**config.mk**
```make
export PLATFORM = sky130hd
export DESIGN_NAME = depq_cell
export DESIGN_NICKNAME = d
export VERILOG_FILES = /design/src/rtl/depq_pkg.sv /design/src/rtl/depq_cell.sv
export SDC_FILE = /design/constraint.sdc
export NUM_CORES = 1
export LEC_CHECK = 0
export BUFFER_PORTS_ARGS = -buffer_cell sky130_fd_sc_hd__buf_4
export CAP_MARGIN = 20
export CELL_PAD_IN_SITES_DETAIL_PLACEMENT = 1
export CELL_PAD_IN_SITES_GLOBAL_PLACEMENT = 1
export CORE_MARGIN = 2
export CORE_UTILIZATION = 33
export CTS_CLUSTER_DIAMETER = 50
export DETAILED_ROUTE_END_ITERATION = 7
export HOLD_SLACK_MARGIN = 0.03
export PLACE_DENSITY_LB_ADDON = 0.1
export SLEW_MARGIN = 30
export SYNTH_ARGS = -nofsm -noshare
export SYNTH_HDL_FRONTEND = slang
export SYNTH_SLANG_ARGS = --single-unit
```
**constraint.sdc**
```tcl
create_clock -name clk_i -period 3.6 [get_ports clk_i]
set_clock_uncertainty 0.15 [all_clocks]
set_input_delay 0.72 -clock clk_i [delete_from_list [all_inputs] [get_ports clk_i]]
set_output_delay 0.72 -clock clk_i [all_outputs]
set_load 0.02 [all_outputs]
```
**src/rtl/depq_pkg.sv**
```systemverilog
package depq_pkg;

  // Request opcodes
  localparam logic [1:0] OP_INSERT  = 2'd0;
  localparam logic [1:0] OP_POP_HI  = 2'd1;
  localparam logic [1:0] OP_POP_LO  = 2'd2;

  localparam int unsigned KEY_W    = 32;
  localparam int unsigned CLIENT_W = 24;
  localparam int unsigned COUNT_W  = 16;

  localparam logic [COUNT_W-1:0] COUNT_MAX = {COUNT_W{1'b1}};

  // Contents of one cell of the ordered row
  typedef struct packed {
    logic                       valid;
    logic signed [KEY_W-1:0]    key;
    logic [CLIENT_W-1:0]        client;
    logic [COUNT_W-1:0]         count;
  } entry_t;

  // Request and global flags broadcast to every cell
  typedef struct packed {
    logic [1:0]                 op;
    logic signed [KEY_W-1:0]    key;
    logic [CLIENT_W-1:0]        client;
    logic                       cmp_en;
    logic                       apply_en;
    logic                       any_match;
    logic                       full;
    logic                       low_shift;
  } cmd_t;

endpackage

```
**src/rtl/depq_cell.sv**
```systemverilog
module depq_cell (
  input  logic            clk_i,
  input  logic            rst_ni,
  input  depq_pkg::cmd_t   cmd_i,
  input  depq_pkg::entry_t left_i,     // neighbor holding the next smaller key
  input  depq_pkg::entry_t right_i,    // neighbor holding the next larger key
  input  logic            left_ge_i,  // left neighbor is empty or holds a key above the new key
  output depq_pkg::entry_t ent_o,
  output logic            ge_o,
  output logic            match_o
);

  logic                              valid_q, valid_d;
  logic signed [depq_pkg::KEY_W-1:0] key_q, key_d;
  logic [depq_pkg::CLIENT_W-1:0]     client_q, client_d;
  logic [depq_pkg::COUNT_W-1:0]      count_q, count_d;
  logic                              ge_q, match_q;
  logic                              is_top, is_bottom;

  assign ent_o   = '{valid: valid_q, key: key_q, client: client_q, count: count_q};
  assign ge_o    = ge_q;
  assign match_o = match_q;

  // Row is packed from cell 0 upward, so ends are found from the neighbors
  assign is_top    = valid_q && !right_i.valid;
  assign is_bottom = valid_q && !left_i.valid;

  // Next contents of the cell
  always_comb begin
    valid_d  = valid_q;
    key_d    = key_q;
    client_d = client_q;
    count_d  = count_q;
    if (cmd_i.apply_en) begin
      case (cmd_i.op)
        depq_pkg::OP_INSERT: begin
          if (cmd_i.any_match) begin
            if (match_q && count_q != depq_pkg::COUNT_MAX) begin
              count_d = count_q + {{(depq_pkg::COUNT_W-1){1'b0}}, 1'b1};
            end
          end else if (!cmd_i.full) begin
            if (left_ge_i) begin
              // shift up to make room below
              valid_d  = left_i.valid;
              key_d    = left_i.key;
              client_d = left_i.client;
              count_d  = left_i.count;
            end else if (ge_q) begin
              valid_d  = 1'b1;
              key_d    = cmd_i.key;
              client_d = cmd_i.client;
              count_d  = {{(depq_pkg::COUNT_W-1){1'b0}}, 1'b1};
            end
          end
        end
        depq_pkg::OP_POP_HI: begin
          if (is_top) begin
            if (count_q > {{(depq_pkg::COUNT_W-1){1'b0}}, 1'b1}) begin
              count_d = count_q - {{(depq_pkg::COUNT_W-1){1'b0}}, 1'b1};
            end else begin
              valid_d = 1'b0;
            end
          end
        end
        depq_pkg::OP_POP_LO: begin
          if (cmd_i.low_shift) begin
            // lowest entry leaves, row shifts down
            valid_d  = right_i.valid;
            key_d    = right_i.key;
            client_d = right_i.client;
            count_d  = right_i.count;
          end else if (is_bottom) begin
            count_d = count_q - {{(depq_pkg::COUNT_W-1){1'b0}}, 1'b1};
          end
        end
        default: begin
        end
      endcase
    end
  end

  // Control state
  always_ff @(posedge clk_i or negedge rst_ni) begin
    if (!rst_ni) begin
      valid_q <= 1'b0;
    end else begin
      valid_q <= valid_d;
    end
  end

  // Payload and compare flags
  always_ff @(posedge clk_i) begin
    key_q    <= key_d;
    client_q <= client_d;
    count_q  <= count_d;
    if (cmd_i.cmp_en) begin
      ge_q    <= !valid_q || (key_q > cmd_i.key);
      match_q <= valid_q && (key_q == cmd_i.key);
    end
  end

endmodule

```
==> impl_metrics.yaml, run 1 <==
timing:
  setup_slack_ns: 0.845
  setup_viol: 0
  timing.fmax_mhz: 363
  maxSlewHeadroom_pct: 51.3
  slew_violations: 0
  period_share_pct: 76.5
  rsz0062_at_grt: "no"
  final_hold_viol_count: 0
  tightest_slew_ns: 0.730
  tns_ns: 0
  period_minus_slack_ns: 2.75
power:
  power_leakage_nw: 3.65
  p_sw_uw: 768
  p_clk_share_pct: 33.1
  switching_share_pct: 28.6
  fin_total_pwr_mw: 2.68
  internal-power_mw: 1.92
  p_seq_share_pct: 41.0
  pwr-share-comb_pct: 25.9
  vdd_ir_drop_max_mv: 0.221
  power.density_mw_per_mm2: 334
finish:
  final_common_cell: "buf_4"
  nNetsFinal: 1082
  syn2layout_area_growth_pct: 47.2
  layout_common_cells: "buf_4 (291), nand2_1 (83), edfxtp_1 (74)"
  drive_gt1_share_pct: 37.6
  fin_area_mm2: 0.00805
  instances_no_fill: 1056
floorplanning:
  coreArea_mm2: 0.0164
  rows: 47
  die_y_um: 133
  start_util_pct: 33.3
  design.die.area_mm2: 0.0176
  die_w_um: 133
  io_pins: 287
synthesis:
  yosys_warnings: 0
  syn-num-nets: 820
  ys.flop_type: "edfxtp_1"
  yosysSeqAreaShare_pct: 41.1
  ys_ff_latch: 75
  synth_area_mm2: 0.00547
  yosysUniqueCellTypes: 49
  synth_edf_count: 74
  async_flop_share_pct: 1.33
  syn_inst: 569
  synth_area_per_cell_um2: 9.60
grt:
  grt_pass1_vias: 5827
  grt_pass1_wl_um: 30200
  overflow: 0
  grt_max_degree: 114
  grt.total_usage_pct: 22.0
  antenna_found_initial: 1
critical_path:
  critPathMostFrequentCell: "or4_4"
  slowest_stage: "or4_4"
  max_stage_delay_ns: 0.62
  cp_max_fo: 16
  cp-start-kind: "flip-flop"
  required_ns: 3.53
  cp.arrival_ns: 2.69
  crit_chain: "or4_4 -> or4_4 -> nor4_4 -> a21o_2 -> a31oi_1 -> buf_4"
  crit_path_end_kind: "flip-flop"
  crit_type: "reg2reg"
placement:
  place_worst_setup_slack_ns: 0.844
  portBuffers: 286
  gp_congestion: 0.875
  dpl.cell_count: 1039
  place_area_mm2: 0.00775
  dp_hpwl_um: 15500
detailed_routing:
  wl_um: 19500
  vias_per_cell: 5.11
  drc: 0
  dr.pass1.iters: 5
  post_drt_wl_per_cell_um: 18.5
  postRouteAntennaNets: 0
  dr_total_vias: 5398
  drtIter0Drc: 197
cts:
  cts.sink_count: 75
  path_clk_slew_ns: 0.06
  clock_latency_ns: 0.34
  clock-root-buffer: "clkbuf_16"
  clockBufferDepth: 2
  cts_tree: "built"
  cts-buffers-inserted: 9
  htree_levels: 3
  post_cts.repair.setup_buffers: 0
hold_path:
  hp-class: "in2reg"
status:
  status: "completed"
run:
  cap_violations: 0
final cells by class:
type	instances	area, um2
inverters	40	150
multi-input cells	412	2890
fillers	1903	8360
repair buffers	293	2210
flip-flops and latches	75	2250
clock buffers	11	233
diodes	1	2.50
clock inverters	4	42.5
well taps	220	275
per-layer routing:
layer | part of all wire [%] | GRT usage, %
met5 | 0 | 0
met4 | 1.9 | 7.83
met3 | 7.1 | 6.09
met2 | 53 | 41.5
met1 | 38 | 23.3
per-stage QoR:
step / hold WS (ns) / util (%)
after floorplan: 0.274 / -
after global placement: 0.347 / 47.3
after detailed placement: 0.347 / 47.3
after CTS: 0.420 / 49.0
after global routing: 0.431 / 49.0
final: 0.435 / 49.0
worst paths after layout:
kind                              from         end  slack [ns]  cells after the start
min in group asynchronous       rst_ni     valid_q        0.55                      2
setup reg to reg           count_q[10]  count_q[7]        0.85                      6
hold / removal                cmd_i[4]     match_o        0.43                      1
max in group asynchronous       rst_ni     valid_q        2.67                      2
setup / recovery           count_q[10]  count_q[7]        0.85                      6
hold reg to reg                valid_q     valid_q        0.52                      2
logic make-up after synthesis:
kind of cell	synth area share (%)
AO/OA/AOI/OAI	15.6
XOR/XNOR	4.33
adder cells (fa/ha/maj)	8.93
buffers and inverters	6.30
flip-flops	41.1
multiplexers	10.4
AND/OR/NAND/NOR	13.3
flip-flops by register name (all words and copies together) (netlist names):
signal	count
valid_q	1
ge_o	1
count_q	16
key_q	32
match_o	1
client_q	24
synth_stat cells (all sizes together) (11+ instances only):
library cell   n  area [um2]
a221oi        14         123
nor2          13        51.3
nand4         11        68.8
inv           40         150
o21ai         62         310
nand2         83         312
buf           14        87.6
mux2i         57         571
ha            39         488
clkbuf        28         106
a22oi         14         105
a21oi         31         155
xnor2         17         149
edfxtp        74        2220
critical path: cells and delay by family (launching register included):
kind | cells | cell delay (ns)
AO/OA/AOI/OAI | 2 | 0.20
AND/OR/NAND/NOR | 3 | 1.35
buffers and inverters | 1 | 0.23
flip-flops | 1 | 0.55
power by group through the flow:
stage	combinational, mW	clock (mW)	sequential, mW
3_3_place_gp	0.679	0	1.12
2_1_floorplan	0.312	0	1.15
3_5_place_dp	0.700	0	1.12
4_1_cts	0.705	0.908	1.10
5_1_grt	0.763	0.931	1.11
6_report	0.695	0.888	1.10
what timing repair did:
item | CTS | global route
gates resized for setup | 0 | 0
setup endpoints to repair | 0 | 0
hold buffers | 1 | 0
endpoints found under the hold margin | 1 | 0
Power figures use the tool's default switching activity.
==> inputs of run 2 (changes only) <==
==> constraint.sdc (replaced) <==
create_clock -name clk_i -period 2.9 [get_ports clk_i]
set_clock_uncertainty 0.15 [all_clocks]
set_input_delay 0.58 -clock clk_i [delete_from_list [all_inputs] [get_ports clk_i]]
set_output_delay 0.58 -clock clk_i [all_outputs]
set_load 0.02 [all_outputs]
==> run 2 against run 1 <==
Effect of this change:
- sequential cell count unchanged
- combinational power increased by 33%
- via count grew 0.43%
- global-route usage shrank 0.54 points
- final cell count is 2.2% higher
- total power up 25%
- critical path depth shrank 1
- worst setup slack got worse by 0.44 ns
- sequential share of layout area fell by 0.70 points
- critical endpoint is now count_q[15]
- highest routed layer unchanged
==> impl_metrics.yaml, run 2 (same netlist as run 1, synthesis figures left out) <==
detailed_routing:
  drc: 0
  postRouteAntennaNets: 0
  drtIter0Drc: 247
  dr_total_vias: 5421
  wl_um: 19000
  post_drt_wl_per_cell_um: 17.6
  dr.pass1.iters: 4
  vias_per_cell: 5.02
timing:
  holdWs_ns: 0.303
  period_minus_slack_ns: 2.50
  tightest_slew_ns: 0.701
  final_hold_viol_count: 0
  tns_ns: 0
  timing.fmax_mhz: 400
  maxSlewHeadroom_pct: 53.2
  rsz0062_at_grt: "no"
  slew_violations: 0
  period_share_pct: 86.2
  setup_viol: 0
grt:
  grt_pass1_wl_um: 29900
  overflow: 0
  grt_pass1_vias: 5814
  grt_max_degree: 86
  grt.total_usage_pct: 21.5
  antenna_found_initial: 1
critical_path:
  cp.arrival_ns: 2.36
  worstSetupStartpoint: "count_q[10]"
  cp_max_fo: 16
  timing.rr.start: "count_q[10]"
  crit_path_end_kind: "flip-flop"
  regToRegSetupSlack_ns: 0.40
  cp-start-kind: "flip-flop"
  required_ns: 2.76
  crit_type: "reg2reg"
  worstRegToRegCells: 5
  crit_end: "count_q[15]"
  r2r-end: "count_q[15]"
floorplanning:
  io_pins: 287
  design.die.area_mm2: 0.0176
  rows: 47
  die_w_um: 133
  coreArea_mm2: 0.0164
  start_util_pct: 33.3
  die_y_um: 133
cts:
  clockBufferDepth: 2
  htree_levels: 3
  clock_latency_ns: 0.34
  post_cts.repair.setup_buffers: 0
  clock-root-buffer: "clkbuf_16"
  cts_resized: 0
  path_clk_slew_ns: 0.06
  cts-buffers-inserted: 9
  cts.sink_count: 75
  cts_tree: "built"
finish:
  instances_no_fill: 1079
  final_common_cell: "buf_4"
  nNetsFinal: 1104
  largest_reg_flops: 32
  nFillCells: 1918
  syn2layout_area_growth_pct: 51.0
  layout_common_cells: "buf_4 (312), nand2_1 (83), edfxtp_1 (74)"
  regArea_mm2: 0.00225
  reg.largest.list: "key_q x32, client_q x24, count_q x16"
  drive_gt1_share_pct: 39.4
  multi_input_area_mm2: 0.00290
  regMostFlops: "key_q"
  postLayoutCoreUtil_pct: 50.3
power:
  vdd_ir_drop_max_mv: 0.310
  power.density_mw_per_mm2: 407
  power_leakage_nw: 3.77
placement:
  portBuffers: 286
  dp_hpwl_um: 15100
  gp_congestion: 0.810
  dpl.cell_count: 1061
status:
  status: "completed"
run:
  cap_violations: 0
hold_path:
  hp-class: "in2reg"
run 2: layout make-up:
| cell class | instances | share of cell area [%] |
|---|---|---|
| antenna | 1 | 0.0303 |
| clock buffer | 9 | 2.73 |
| clock inverter | 7 | 0.712 |
| inverter | 40 | 1.82 |
| multi-input combinational | 412 | 35.2 |
| sequential | 75 | 27.2 |
| tap | 220 | 3.33 |
| timing repair buffer | 315 | 29.0 |
run 2: layer usage:
metal  routed length, um  part of all wire [%]  GRT usage, %  vias up
li1                    -                     -             -     2649
met5                   0                     0             0        -
met4                 371                   2.0          6.09        0
met3                1290                   6.8          6.48       21
met1                7200                    38          23.4     2588
met2               10100                    53          40.0      163
run 2: how the worst min path moves through the flow:
stage               startpoint  depth (start not counted)  endpoint  slack (ns)
floorplan               rst_ni                          0   valid_q        0.13
global placement        rst_ni                          1   valid_q        0.21
detailed placement      rst_ni                          1   valid_q        0.21
CTS                   cmd_i[4]                          1   match_o        0.28
global route          cmd_i[4]                          1   match_o        0.29
finish                cmd_i[4]                          1   match_o        0.30
run 2: repair_timing:
action,CTS,global route
hold buffers,1,0
hold endpoints to repair,1,0
setup endpoints to repair,0,0
run 2: stage by stage:
step                area (um2)  worst slack [ns]  power [mW]
floorplan                 5470             0.190        1.81
global placement          7950             0.144        2.27
detailed placement        7950           0.00768        2.29
CTS                       8240             0.261        3.40
global route              8250             0.248        3.53
finish                    8250             0.400        3.36
run 2: power breakdown:
part	switching (mW)	internal, mW	total, mW	leakage [nW]
Clock	0.445	0.654	1.10	0.138
Combinational	0.462	0.465	0.926	2.93
Sequential	0.0450	1.29	1.33	0.701
Total	0.951	2.41	3.36	3.77
run 2: critical path: stages (launching register included):
cell      delay [ns]
edfxtp_1        0.40
or4_4           0.57
or4_4           0.47
nor4_4          0.29
a21o_2          0.20
a31oi_4         0.10
